### src/hdl/okle_pkg.sv
`default_nettype none

package okle_pkg;

  // list size and derived widths
  localparam int Capacity = 64;
  localparam int IdxW     = (Capacity > 1) ? $clog2(Capacity) : 1;
  localparam int CntW     = $clog2(Capacity + 1);
  localparam int KeyW     = 32;
  localparam int PosW     = 6;
  localparam int CountW   = 7;

  // request codes
  typedef enum logic [1:0] {
    REQ_INSERT = 2'd0,
    REQ_DELETE = 2'd1,
    REQ_MODIFY = 2'd2,
    REQ_FIND   = 2'd3
  } req_type_e;

  // result status codes
  typedef enum logic [1:0] {
    ST_OK       = 2'd0,
    ST_NOTFOUND = 2'd1,
    ST_FULL     = 2'd2,
    ST_EMPTY    = 2'd3
  } status_e;

  // per-cell update action
  typedef enum logic [1:0] {
    CELL_HOLD       = 2'd0,
    CELL_FROM_LEFT  = 2'd1,
    CELL_FROM_RIGHT = 2'd2,
    CELL_LOAD       = 2'd3
  } cell_op_e;

  typedef struct packed {
    cell_op_e op;
    logic     valid;
    logic     cmp_en;
  } cell_ctrl_t;

  typedef struct packed {
    req_type_e          req_type;
    logic signed [31:0] key;
    logic signed [31:0] new_value;
  } req_t;

  typedef struct packed {
    logic       found;
    logic [5:0] position;
    logic [6:0] entry_count;
    status_e    status;
  } rsp_t;

endpackage

`default_nettype wire

### src/hdl/okle_cell.sv
`default_nettype none

module okle_cell
  import okle_pkg::*;
(
  input  wire logic                   clk_i,
  input  wire cell_ctrl_t             ctrl_i,
  input  wire logic signed [KeyW-1:0] cmp_key_i,
  input  wire logic signed [KeyW-1:0] ld_data_i,
  input  wire logic signed [KeyW-1:0] left_data_i,
  input  wire logic signed [KeyW-1:0] right_data_i,
  output logic signed [KeyW-1:0]      entry_o,
  output logic                        match_o
);

  logic signed [KeyW-1:0] entry_q, entry_d;
  logic                   match_q, match_d;

  // entry update from neighbours or load data
  always_comb begin
    case (ctrl_i.op)
      CELL_HOLD:       entry_d = entry_q;
      CELL_FROM_LEFT:  entry_d = left_data_i;
      CELL_FROM_RIGHT: entry_d = right_data_i;
      CELL_LOAD:       entry_d = ld_data_i;
      default:         entry_d = entry_q;
    endcase
  end

  // compare against the searched key, only live entries count
  assign match_d = ctrl_i.cmp_en ? (ctrl_i.valid && (entry_q == cmp_key_i)) : match_q;

  always_ff @(posedge clk_i) begin
    entry_q <= entry_d;
    match_q <= match_d;
  end

  assign entry_o = entry_q;
  assign match_o = match_q;

endmodule

`default_nettype wire

### config.mk
export PLATFORM = sky130hd
export DESIGN_NAME = okle_cell
export DESIGN_NICKNAME = d
export VERILOG_FILES = /design/src/hdl/okle_pkg.sv /design/src/hdl/okle_cell.sv
export SDC_FILE = /design/constraint.sdc
export NUM_CORES = 1
export LEC_CHECK = 0
export BUFFER_PORTS_ARGS = -buffer_cell sky130_fd_sc_hd__clkbuf_2
export CAP_MARGIN = 20
export CORE_UTILIZATION = 39
export CTS_CLUSTER_DIAMETER = 200
export DETAILED_ROUTE_END_ITERATION = 16
export GPL_TIMING_DRIVEN = 0
export PLACE_DENSITY = 0.81
export SLEW_MARGIN = 20
export SYNTH_ARGS = -nofsm -noshare
export SYNTH_HDL_FRONTEND = slang
export SYNTH_SLANG_ARGS = --single-unit
### constraint.sdc
create_clock -name clk_i -period 1.6 [get_ports clk_i]
set_input_delay 0.24 -clock clk_i [delete_from_list [all_inputs] [get_ports clk_i]]
set_output_delay 0.24 -clock clk_i [all_outputs]
set_load 0.02 [all_outputs]
==> results.md <==
- Status: complete, no violations
- Commonest non-fill, non-tap cell in the layout: clkbuf_2
- Rows: 25
- Hold Path Class: input pin to flop
- Worst-path fanout max: 2
- Die area: 0.00544 mm^2
- Final-report hold violation count: 0
- GRT overflow: 0
- Clk sinks: 33
- Part of the power in registers: 0.473
- Register bit total from synthesis: 33
- Area Growth Syn to Fin: 49.2%
- Mean number of vias per cell: about 4.8
- Crit path DAT: 1.61 ns
- Post-Place Worst Slack: -0.139 ns
- Setup crit end kind: flop
- Fillers: 398
- Root buffer cell: clkbuf_8
- Most frequent cells in the layout: clkbuf_2, edfxtp_1, mux2i_1, nor2_1, a21oi_1
- Total track usage: 0.214
- Int Power: 0.00168 W
- CTS buffer count: 5
- Clock Pin Slew Worst Setup and Hold Paths: 0.07 ns
- RSZ-0062 raised after global routing: false
- Leak: 1.52 nW
- Worst slew pin tran: 0.802 ns
- Boundary Pins: 166
- Final period util: 0.929
- Nets: 488
- Setup repair bufs after CTS: 0
- Layout cell share with drive strength beyond 1: 0.497
- Relative slew slack: 0.465
- Chip height: 73.8 um
- Via count: 2,023
- Syn avg cell area: 10.9 um^2
- Core area: about 0.0048 mm^2
- Antenna violations before repair: 0
- Final setup fails: 0
- GPL Wtd Cong: 0.778
- First-pass GRT wire length: around 8.6 mm
- Ys Warns: 0
- CP startpoint kind: flop
- Clock buffer depth: 2
- Starting Density: 0.414
- Clk_skew: between 0.004 and 0.005 ns
- Syn nets: 318
- Post-layout min period: 1.49 ns
- Register area share after synthesis: 0.493
- Largest cells by area after synthesis: edfxtp_1, mux2i_1, xor2_1
- Setup tns final: 0 ns
- Final ANT Viol Nets: 0
- Die width: 73.8 um
- WP data required: 1.73 ns
- CTS hold repair buffers: 0
- H-Tree Depth: 2
- Logic pwr share: 0.282
- Synth cell types: 16
- Port Buffers: between 150 and 200
- Final setup margin: 0.114 ns
- Yosys top cell by area: edfxtp_1
- Vias in the first global route: roughly 2,000
- Max VDD drop: between 400 and 500 uV
- DP Wirelength: 4.75 mm
- DRC violations left: 0
- Detailed Routing Iterations Pass 1: 5
- Switching share of total power: 0.306
- Post-synthesis instance area: 0.00201 mm^2
- Cells after synthesis: about 190
- Clock Latency Late Sink: 0.27 ns
- Final Cell Area: 0.00300 mm^2
- Psw: about 0.00074 W
- Final core utilization: 0.618
- P per Cell Area: roughly 800 mW/mm^2
- Wire per inst: 13.8 um
- Max_cap viols: 0
- Area post-placement: 0.00291 mm^2
- Clock share of power: 0.244
- DR iter-0 viols: between 90 and 100
- Crit path kind: flop to flop
- Hold path depth: 1
- Resized cells post-CTS: 1
- Largest net degree at the start of global routing: 33
- DRT Wirelength: 5.82 mm
- CTS tree: yes
- Worst Reg2Reg Path Length in Cells: 4
- Max-slew violations: 0
- Ant. Diodes: 0
- Top-area cell type share of the netlist area: 0.493
- Maximum clock frequency: 673 MHz
## sequential cells by signal, summed over array words and instances (netlist names)
register,flops
match_o,1
entry_o,32
## kinds of logic (layout without fill, tap and decap cells)
| logic type | count (synthesis) | in the layout | synth area share |
|---|---|---|---|
| xor+xnor | 32 | 32 | 0.140 |
| mux | 32 | 32 | 0.160 |
| buf+inv | 11 | 182 | 0.0274 |
| simple gates | 45 | 45 | 0.100 |
| compound gates | 32 | 32 | 0.0797 |
| flops | 33 | 33 | 0.493 |
## metal layers
layer  vias to the layer above  global-route usage  wire length [um]
li1                       1002                   -                 -
met1                       920               0.230              2230
met2                        97               0.416              3240
met3                         4              0.0576               322
met4                         0              0.0406                33
met5                         -                   0                 0
## final timing paths
check        slack [ns]             startpoint                 to
max reg2reg        0.11  entry_o[17]$_DFFE_PP_  match_o$_DFFE_PP_
max                0.11  entry_o[17]$_DFFE_PP_  match_o$_DFFE_PP_
min                0.17              ctrl_i[0]  match_o$_DFFE_PP_
min reg2reg        0.78   entry_o[3]$_DFFE_PP_  match_o$_DFFE_PP_
## critical path: stages, from the launching register on
cell      delay [ns]
edfxtp_1        0.42
xor2_1          0.18
nor4_2          0.39
nand4_1         0.17
nor3_2          0.18
## layout make-up
class                           instances  area (um^2)  share of cell area
Sequential cell                        33          991               0.331
Multi-Input combinational cell        141          968               0.323
Timing Repair Buffer                  163          816               0.272
Tap cell                               67         83.8              0.0280
Clock buffer                            5         68.8              0.0230
Buffer                                 11         55.1              0.0184
Clock inverter                          3         12.5             0.00418
## per-stage QoR
stage | power [W] | cells | hold WS [ns]
floorplan | 0.00152 | 185 | 0.352
global placement | 0.00183 | 415 | 0.441
detailed placement | 0.00185 | 415 | 0.448
CTS | 0.00244 | 423 | 0.164
global route | 0.00254 | 423 | 0.156
finish | 0.00241 | 423 | 0.171
## power by group through the flow
| stage | Sequential, W | Combinational [W] | Clock, W |
|---|---|---|---|
| floorplan | 0.00128 | 0.000243 | 0 |
| global placement | 0.00116 | 0.000668 | 0 |
| detailed placement | 0.00116 | 0.000683 | 0 |
| CTS | 0.00114 | 0.000689 | 0.000602 |
| global route | 0.00116 | 0.000743 | 0.000642 |
| finish | 0.00114 | 0.000682 | 0.000590 |
## synth_stat cells (all sizes together)
library cell and n:
nor4 7, mux2i 32, clkbuf 4, nor3 2, a21oi 32, or2 1
nor2 32, xor2 31, xnor2 1, buf 7, edfxtp 33, nand4 1
nand3 2
Power figures use the tool's default switching activity.
