$ cat src/hdl/okle_pkg.sv
`default_nettype none

package okle_pkg;

  // list size and derived widths
  localparam int Capacity = 64;
  localparam int IdxW     = (Capacity > 1) ? $clog2(Capacity) : 1;
  localparam int CntW     = $clog2(Capacity + 1);
  localparam int KeyW     = 32;
  localparam int PosW     = 6;
  localparam int CountW   = 7;

  // request codes
  typedef enum logic [1:0] {
    REQ_INSERT = 2'd0,
    REQ_DELETE = 2'd1,
    REQ_MODIFY = 2'd2,
    REQ_FIND   = 2'd3
  } req_type_e;

  // result status codes
  typedef enum logic [1:0] {
    ST_OK       = 2'd0,
    ST_NOTFOUND = 2'd1,
    ST_FULL     = 2'd2,
    ST_EMPTY    = 2'd3
  } status_e;

  // per-cell update action
  typedef enum logic [1:0] {
    CELL_HOLD       = 2'd0,
    CELL_FROM_LEFT  = 2'd1,
    CELL_FROM_RIGHT = 2'd2,
    CELL_LOAD       = 2'd3
  } cell_op_e;

  typedef struct packed {
    cell_op_e op;
    logic     valid;
    logic     cmp_en;
  } cell_ctrl_t;

  typedef struct packed {
    req_type_e          req_type;
    logic signed [31:0] key;
    logic signed [31:0] new_value;
  } req_t;

  typedef struct packed {
    logic       found;
    logic [5:0] position;
    logic [6:0] entry_count;
    status_e    status;
  } rsp_t;

endpackage

`default_nettype wire

$ cat src/hdl/okle_first_hit.sv
`default_nettype none

module okle_first_hit
  import okle_pkg::*;
(
  input  wire logic [Capacity-1:0] match_i,
  output logic                     any_o,
  output logic [Capacity-1:0]      onehot_o,
  output logic [Capacity-1:0]      from_hit_o,
  output logic [IdxW-1:0]          pos_o
);

  logic [Capacity-1:0] upto_hit;

  // bits up to and including the lowest match
  assign upto_hit   = match_i ^ (match_i - Capacity'(1));
  assign any_o      = |match_i;
  assign onehot_o   = upto_hit & match_i;
  assign from_hit_o = ~upto_hit | onehot_o;

  // encode the one-hot position
  always_comb begin
    pos_o = '0;
    for (int i = 0; i < Capacity; i++) begin
      if (onehot_o[i]) begin
        pos_o = pos_o | IdxW'(i);
      end
    end
  end

endmodule

`default_nettype wire

$ cat config.mk
export PLATFORM = sky130hd
export DESIGN_NAME = okle_first_hit
export DESIGN_NICKNAME = d
export VERILOG_FILES = /design/src/hdl/okle_pkg.sv /design/src/hdl/okle_first_hit.sv
export SDC_FILE = /design/constraint.sdc
export NUM_CORES = 1
export LEC_CHECK = 0
export BUFFER_PORTS_ARGS = -buffer_cell sky130_fd_sc_hd__buf_2
export CORE_AREA = 3 3 77 79
export DETAILED_ROUTE_END_ITERATION = 10
export DIE_AREA = 0 0 80 82
export PLACE_DENSITY = 0.9
export SYNTH_ARGS = -nofsm -noshare
export SYNTH_HDL_FRONTEND = slang
export SYNTH_SLANG_ARGS = --single-unit
$ cat constraint.sdc
create_clock -name vclk -period 10
set_input_delay 2.5 -clock vclk [all_inputs]
set_output_delay 2.5 -clock vclk [all_outputs]
set_load 0.005 [all_outputs]
==> results_dict.tcl, run 1 <==
set metrics [dict create \
    drive_above_1_share 0.422 \
    via_count 3663 \
    crit_fanout 16 \
    synth_area_sq_um 2020 \
    routed_wl_mm 10.6 \
    syn_avg_cell_area_sq_um 5.58 \
    ant_nets 0 \
    num_antenna_cells 0 \
    dr.pass1.iters 5 \
    min_from "match_i[0]" \
    post_cts_resize_count 0 \
    crit_chain "buf_2 -> nor4_4 -> nand3_1 -> nor2_2 -> nand2_2 -> nor2_2 -> inv_2 -> o211ai_1 -> nor4_1 -> nand4b_1 -> buf_2" \
    end_kind "output pin" \
    ios 199 \
    via_per_inst 5.85 \
    path_buf_inv 3 \
    overflow 0 \
    grt_usage 0.299 \
    worstMarginPinSlew_ns 0.809 \
    p_leak_nw 1.49 \
    slew_violations 0 \
    finalNetCount 620 \
    area_growth_syn_to_layout_pct 51.7 \
    post_cts_buffers 0 \
    worstPathRequired_ns 7.50 \
    cap_violations 0 \
    slowest_delay_ns 0.59 \
    synthCells 362 \
    grt_setup_unrepaired "no" \
    fp.dieW_um 80 \
    status "complete, no violations" \
    initial_core_util 0.373 \
    design.seq.count 0 \
    period_minus_slack_ns 7.77 \
    core-area_sq_um 5410 \
    syn_nets 426 \
    critical_path_class "in -> out" \
    fillers 590 \
    yosysSeqAreaShare 0 \
    fp-row-count 27 \
    final-seq-area_sq_um 0 \
    yosysWarnings 0 \
    hold_viol 0 \
    period_share 0.777 \
    hp-class "in -> out" \
    synth.distinct_cells 51 \
    startpoint_type "input pin" \
    clock_buffers 0 \
    tns_ns 0 \
    grt_max_degree 17 \
    drtIter0Drc 295 \
    final-instance-count-excl-fill 626 \
    numPlacedInstances 626 \
    post_dp_cell_area_sq_um 3060 \
    p_per_area_nw_per_um2 15.9 \
    fmax_mhz 129 \
    layout_commonest_cell "buf_2" \
    peakVddDrop_mv 0.0107 \
    holdBufCountCts 0 \
    antenna_found_initial 0 \
    final_area_sq_um 3060 \
    finalSetupViolCount 0 \
    slowest_stage "nor4_4" \
    wl_per_cell_um 16.9 \
    die_area_sq_um 6560 \
    cp_top_family "simple AND/OR/NAND/NOR gates" \
    die_h_um 82 \
    port_buffers 199 \
    route.detailed.drc 0 \
    holdWs_ns 5.28 \
    grt_pass1_wl_mm 16.1 \
    gp_congestion 0.964 \
    dpl.hpwl_mm 9.15 \
    slew_headroom 0.455 \
    cp-startpoint "match_i[3]" \
    first_global_vias 3359 \
    worstPathArrival_ns 5.27 \
    final_cell_mix "199 x buf_2, 55 x nor2_1, 41 x nand2_1" \
]
layout make-up:
cell class                      instances  area (sq um)  area share
Timing Repair Buffer                  200          1000       0.328
Multi-Input combinational cell        311          1810       0.590
Tap cell                               72          90.1      0.0294
Inverter                               43           161      0.0527
per-layer routing:
layer,GRT usage,part of all wire
met2,0.550,0.49
met3,0.0373,0.11
met5,0,0
met1,0.367,0.38
met4,0.0726,0.021
metrics by stage:
stage                util   power, W  setup WS (ns)
finish              0.566  0.0000487           2.23
global route        0.566  0.0000535           1.87
CTS                 0.566  0.0000473           2.28
detailed placement  0.566  0.0000472           2.28
global placement    0.566  0.0000468           2.30
floorplan               -  0.0000166           3.04
final timing paths:
| path | slack [ns] | cells after the start | to |
|---|---|---|---|
| hold / removal | 5.28 | 2 | from_hit_o[0] |
| setup / recovery | 2.23 | 11 | pos_o[4] |
synth_stat cells (all sizes together) (2+ instances only):
library cell | number | share of area
a211oi | 2 | 0.0074
a21oi | 9 | 0.022
a31oi | 5 | 0.015
and2 | 15 | 0.046
and3 | 16 | 0.051
and4 | 5 | 0.022
buf | 6 | 0.021
clkbuf | 2 | 0.0037
inv | 43 | 0.080
nand2 | 42 | 0.079
nand2b | 8 | 0.025
nand3 | 19 | 0.047
nand4 | 14 | 0.046
nand4b | 7 | 0.030
nand4bb | 2 | 0.011
nor2 | 61 | 0.13
nor2b | 2 | 0.0062
nor3 | 29 | 0.077
nor3b | 2 | 0.0074
nor4 | 32 | 0.12
o211ai | 4 | 0.015
o21ai | 3 | 0.0074
o31ai | 2 | 0.0074
or2 | 8 | 0.025
or3 | 11 | 0.037
or4 | 4 | 0.019
report_power, final:
part	total (W)	internal (W)	switching, W	leakage, nW
logic	0.0000487	0.0000179	0.0000308	1.49
registers	0	0	0	0
clock network	0	0	0	0
logic make-up after synthesis:
| logic type | synth area share |
|---|---|
| AO/OA/AOI/OAI | 0.106 |
| AND/OR/NAND/NOR | 0.789 |
| buffers and inverters | 0.105 |
Note: power is estimated with default switching activity, not from simulation.
==> inputs of run 2 (changes only) <==
- CORE_AREA: 3 3 77 79 -> default
- CORE_MARGIN: default -> 3
- CORE_UTILIZATION: default -> 35
- DIE_AREA: 0 0 80 82 -> default
- PLACE_DENSITY: 0.9 -> 0.89
- clock period: 10 -> 6.48 ns (I/O delays scaled with it)
==> results_dict.tcl, run 2 (same netlist as run 1, synthesis figures left out) <==
set metrics [dict create \
    whs_path_depth 2 \
    totalPowerFinal_w 0.0000763 \
    worstPathRequired_ns 4.86 \
    fp.dieW_um 81.9 \
    holdBufCountCts 0 \
    ant_nets 0 \
    end_kind "output pin" \
    antenna_found_initial 0 \
    post_cts_buffers 0 \
    crit_fanout 6 \
    overflow 0 \
    period_minus_slack_ns 6.02 \
    drtIter0Drc 360 \
    gp_congestion 1.01 \
    critical_path_class "in -> out" \
    num_antenna_cells 0 \
    fmax_mhz 166 \
    layout_commonest_cell "buf_2" \
    via_per_inst 5.88 \
    dpl.hpwl_mm 9.48 \
    hp-class "in -> out" \
    via_count 3724 \
    pwr-share-seq 0 \
    grt_max_degree 17 \
    ios 199 \
    drive_above_1_share 0.430 \
    dr.pass1.iters 5 \
    design.seq.count 0 \
    route.detailed.drc 0 \
    tns_ns 0 \
    status "complete, no violations" \
    p_per_area_nw_per_um2 24.5 \
    worstMarginPinSlew_ns 0.748 \
    post_cts_resize_count 0 \
    wl_per_cell_um 17.3 \
    core-area_sq_um 5540 \
    finalNetCount 627 \
    grt_pass1_wl_mm 16.4 \
    p_leak_nw 1.53 \
    fin_ws_ns 0.457 \
    slew_violations 0 \
    finalSetupViolCount 0 \
    first_global_vias 3253 \
    hold-path-endpoint "from_hit_o[0]" \
    grt_setup_unrepaired "no" \
    p_int_w 0.0000289 \
    worstPathArrival_ns 4.40 \
    area_growth_syn_to_layout_pct 54.3 \
    slew_headroom 0.497 \
    p_sw_frac 0.622 \
    port_buffers 199 \
    startpoint_type "input pin" \
    peakVddDrop_mv 0.0164 \
    period_share 0.930 \
    routed_wl_mm 10.9 \
    cap_violations 0 \
    final_cell_mix "199 x buf_2, 55 x nor2_1, 41 x nand2_1" \
    final-seq-area_sq_um 0 \
    die_area_sq_um 6710 \
    grt_usage 0.307 \
    p_comb_frac 1.000 \
    hold_viol 0 \
    die_h_um 81.9 \
    fp-row-count 27 \
    fillers 608 \
    min_from "match_i[0]" \
    clock_buffers 0 \
    initial_core_util 0.364 \
    holdWs_ns 3.51 \
    place_ws_ns 0.583 \
    p_sw_w 0.0000474 \
    p_clk_frac 0 \
]
## run 2: cell types whose count changed in the layout (fill, tap and decap cells not counted), sizes merged
cell and delta:
buf +7
## run 2: worst max path at each step
| stage | startpoint | cells after the start | endpoint | slack [ns] |
|---|---|---|---|---|
| 2_1_floorplan | match_i[11] | 8 | from_hit_o[41] | 1.28 |
| 3_3_place_gp | match_i[3] | 10 | pos_o[1] | 0.60 |
| 3_5_place_dp | match_i[3] | 11 | pos_o[4] | 0.58 |
| 4_1_cts | match_i[3] | 11 | pos_o[4] | 0.56 |
| 5_1_grt | match_i[3] | 11 | pos_o[4] | 0.26 |
| 6_report | match_i[10] | 11 | pos_o[4] | 0.46 |
## run 2: per-stage QoR
step | instances | util | instance area, sq um
floorplan | 362 | - | 2020
global placement | 633 | 0.562 | 3110
detailed placement | 633 | 0.562 | 3110
CTS | 633 | 0.562 | 3110
global route | 633 | 0.562 | 3110
finish | 633 | 0.562 | 3110
## run 2: final cells by class
class	count	area, sq um	area share
inverter	43	161	0.0518
multi-input combinational	311	1810	0.580
tap	72	90.1	0.0289
timing repair buffer	207	1060	0.339
## run 2: critical path: stages
cell and delay, ns:
buf_2 0.13, nor4_1 0.55, nand4_2 0.31, nor2_1 0.29, inv_1 0.17, nor2_4 0.16, inv_1 0.14, nor3b_1 0.46
and2_1 0.27, nand4b_1 0.17, buf_2 0.13
## run 2: power by group through the flow
stage	clock network, W	logic [W]	registers, W
6_report	0	0.0000763	0
5_1_grt	0	0.0000840	0
4_1_cts	0	0.0000746	0
3_5_place_dp	0	0.0000742	0
3_3_place_gp	0	0.0000734	0
2_1_floorplan	0	0.0000256	0
## run 2: layer usage
| metal | up-vias | track usage | share of wire | wire length (um) |
|---|---|---|---|---|
| met1 | 1692 | 0.371 | 0.37 | 4090 |
| li1 | 1727 | - | - | - |
| met2 | 277 | 0.566 | 0.48 | 5240 |
| met4 | 0 | 0.0714 | 0.025 | 278 |
| met3 | 28 | 0.0428 | 0.12 | 1330 |
| met5 | - | 0 | 0 | 0 |
==> inputs of run 3 (changes only) <==
- ABC_AREA: default -> 1
- CORE_UTILIZATION: 35 -> 38
- PLACE_DENSITY: 0.89 -> 0.87
==> results_dict.tcl, run 3 <==
set metrics [dict create \
    status "complete, no violations" \
    route.detailed.drc 0 \
    synth_area_sq_um 2590 \
    worstPathArrival_ns 3.45 \
    finalNetCount 830 \
    grt_setup_unrepaired "no" \
    fillers 740 \
    synthCells 567 \
    path_buf_inv 2 \
    period_minus_slack_ns 5.07 \
    tns_ns 0 \
    fmax_mhz 197 \
    via_count 4301 \
    period_share 0.782 \
    slew_violations 0 \
    num_antenna_cells 0 \
    cp_top_family "simple AND/OR/NAND/NOR gates" \
    drive_above_1_share 0.346 \
    design.seq.count 0 \
    hp-class "in -> out" \
    area_growth_syn_to_layout_pct 41.6 \
    crit_fanout 7 \
    critical_path_class "in -> out" \
    numPlacedInstances 841 \
    yosysSeqAreaShare 0 \
    grt_usage 0.325 \
    ios 199 \
    grt_max_degree 10 \
    layout_commonest_cell "buf_2" \
    worstMarginPinSlew_ns 0.367 \
    crit_chain "buf_2 -> nor2_1 -> nand2_1 -> nor2_8 -> nand2_4 -> nor2_2 -> nand2_1 -> nand2_1 -> nor2_1 -> nand3_1 -> nor2_1 -> nand3_1 -> buf_2" \
    final_cell_mix "199 x buf_2, 161 x nand2_1, 160 x nor2_1" \
    startpoint_type "input pin" \
    via_per_inst 5.11 \
    yosysTopAreaCell "nand2_1" \
    drtIter0Drc 502 \
    hold_viol 0 \
    synthTopCellsByCount "161 x nand2_1, 160 x nor2_1, 105 x inv_1, 46 x nand3_1, 17 x nor2_2" \
    dpl.hpwl_mm 11.9 \
    core-area_sq_um 6490 \
    post_cts_resize_count 0 \
    grt_pass1_wl_mm 19.9 \
    worstPathRequired_ns 4.86 \
    fp-row-count 29 \
    fp.dieW_um 88.6 \
    ant_nets 0 \
    die_h_um 88.6 \
    holdWs_ns 3.51 \
    port_buffers 199 \
    overflow 0 \
    p_per_area_nw_per_um2 22.1 \
    fin_util 0.565 \
    clock_buffers 0 \
    wl_per_cell_um 15.9 \
    syn_nets 631 \
    antenna_found_initial 0 \
    yosysWarnings 0 \
    end_kind "output pin" \
    slew_headroom 0.752 \
    synth.distinct_cells 22 \
    final-instance-count-excl-fill 841 \
    synth_area_leaders "nand2_1 23%, nor2_1 23%, inv_1 15%" \
    synth_top_area_frac 0.233 \
    routed_wl_mm 13.3 \
    gp_congestion 1.01 \
    dr.pass1.iters 5 \
    cap_violations 0 \
    finalSetupViolCount 0 \
    die_area_sq_um 7850 \
    syn_avg_cell_area_sq_um 4.57 \
    initial_core_util 0.399 \
    holdBufCountCts 0 \
    slowest_stage "nor2_2" \
    first_global_vias 3899 \
    peakVddDrop_mv 0.0136 \
    final-seq-area_sq_um 0 \
    post_cts_buffers 0 \
    slowest_delay_ns 0.27 \
    p_leak_nw 2.42 \
    synth_most_common_cell "nand2_1" \
]
## run 3: layer usage
layer	share of wire	vias up	track usage
li1	-	2095	-
met1	0.42	1899	0.472
met2	0.45	287	0.519
met3	0.11	20	0.0372
met4	0.019	0	0.0632
met5	0	-	0
## run 3: logic make-up (layout without fill, tap and decap cells)
family,after synthesis,after routing,share of synthesized area
AOI/OAI and AO/OA,13,13,0.0294
buffers and inverters,111,308,0.164
and+or+nand+nor,443,443,0.807
## run 3: cell type report
cell class	instances	area, sq um	share of cell area
inverter	109	409	0.111
multi-input combinational	456	2170	0.591
tap	77	96.3	0.0263
timing repair buffer	199	996	0.271
## run 3: path summary, 6_finish.rpt
check,start,depth (start not counted),slack (ns),end
max,match_i[6],13,1.41,pos_o[1]
min,match_i[0],2,3.51,from_hit_o[0]
## run 3: where the power goes
group          internal [W]  leakage [nW]  switching (W)  total [W]
combinational     0.0000274          2.42      0.0000539  0.0000813
sequential                0             0              0          0
clock                     0             0              0          0
total             0.0000274          2.42      0.0000539  0.0000813
## run 3: per-stage QoR
step | cell area, sq um | worst slack, ns | total power (W)
detailed placement | 3670 | 1.51 | 0.0000786
finish | 3670 | 1.41 | 0.0000813
global route | 3670 | 1.31 | 0.0000879
CTS | 3670 | 1.51 | 0.0000789
floorplan | 2590 | 2.10 | 0.0000320
global placement | 3670 | 1.47 | 0.0000797
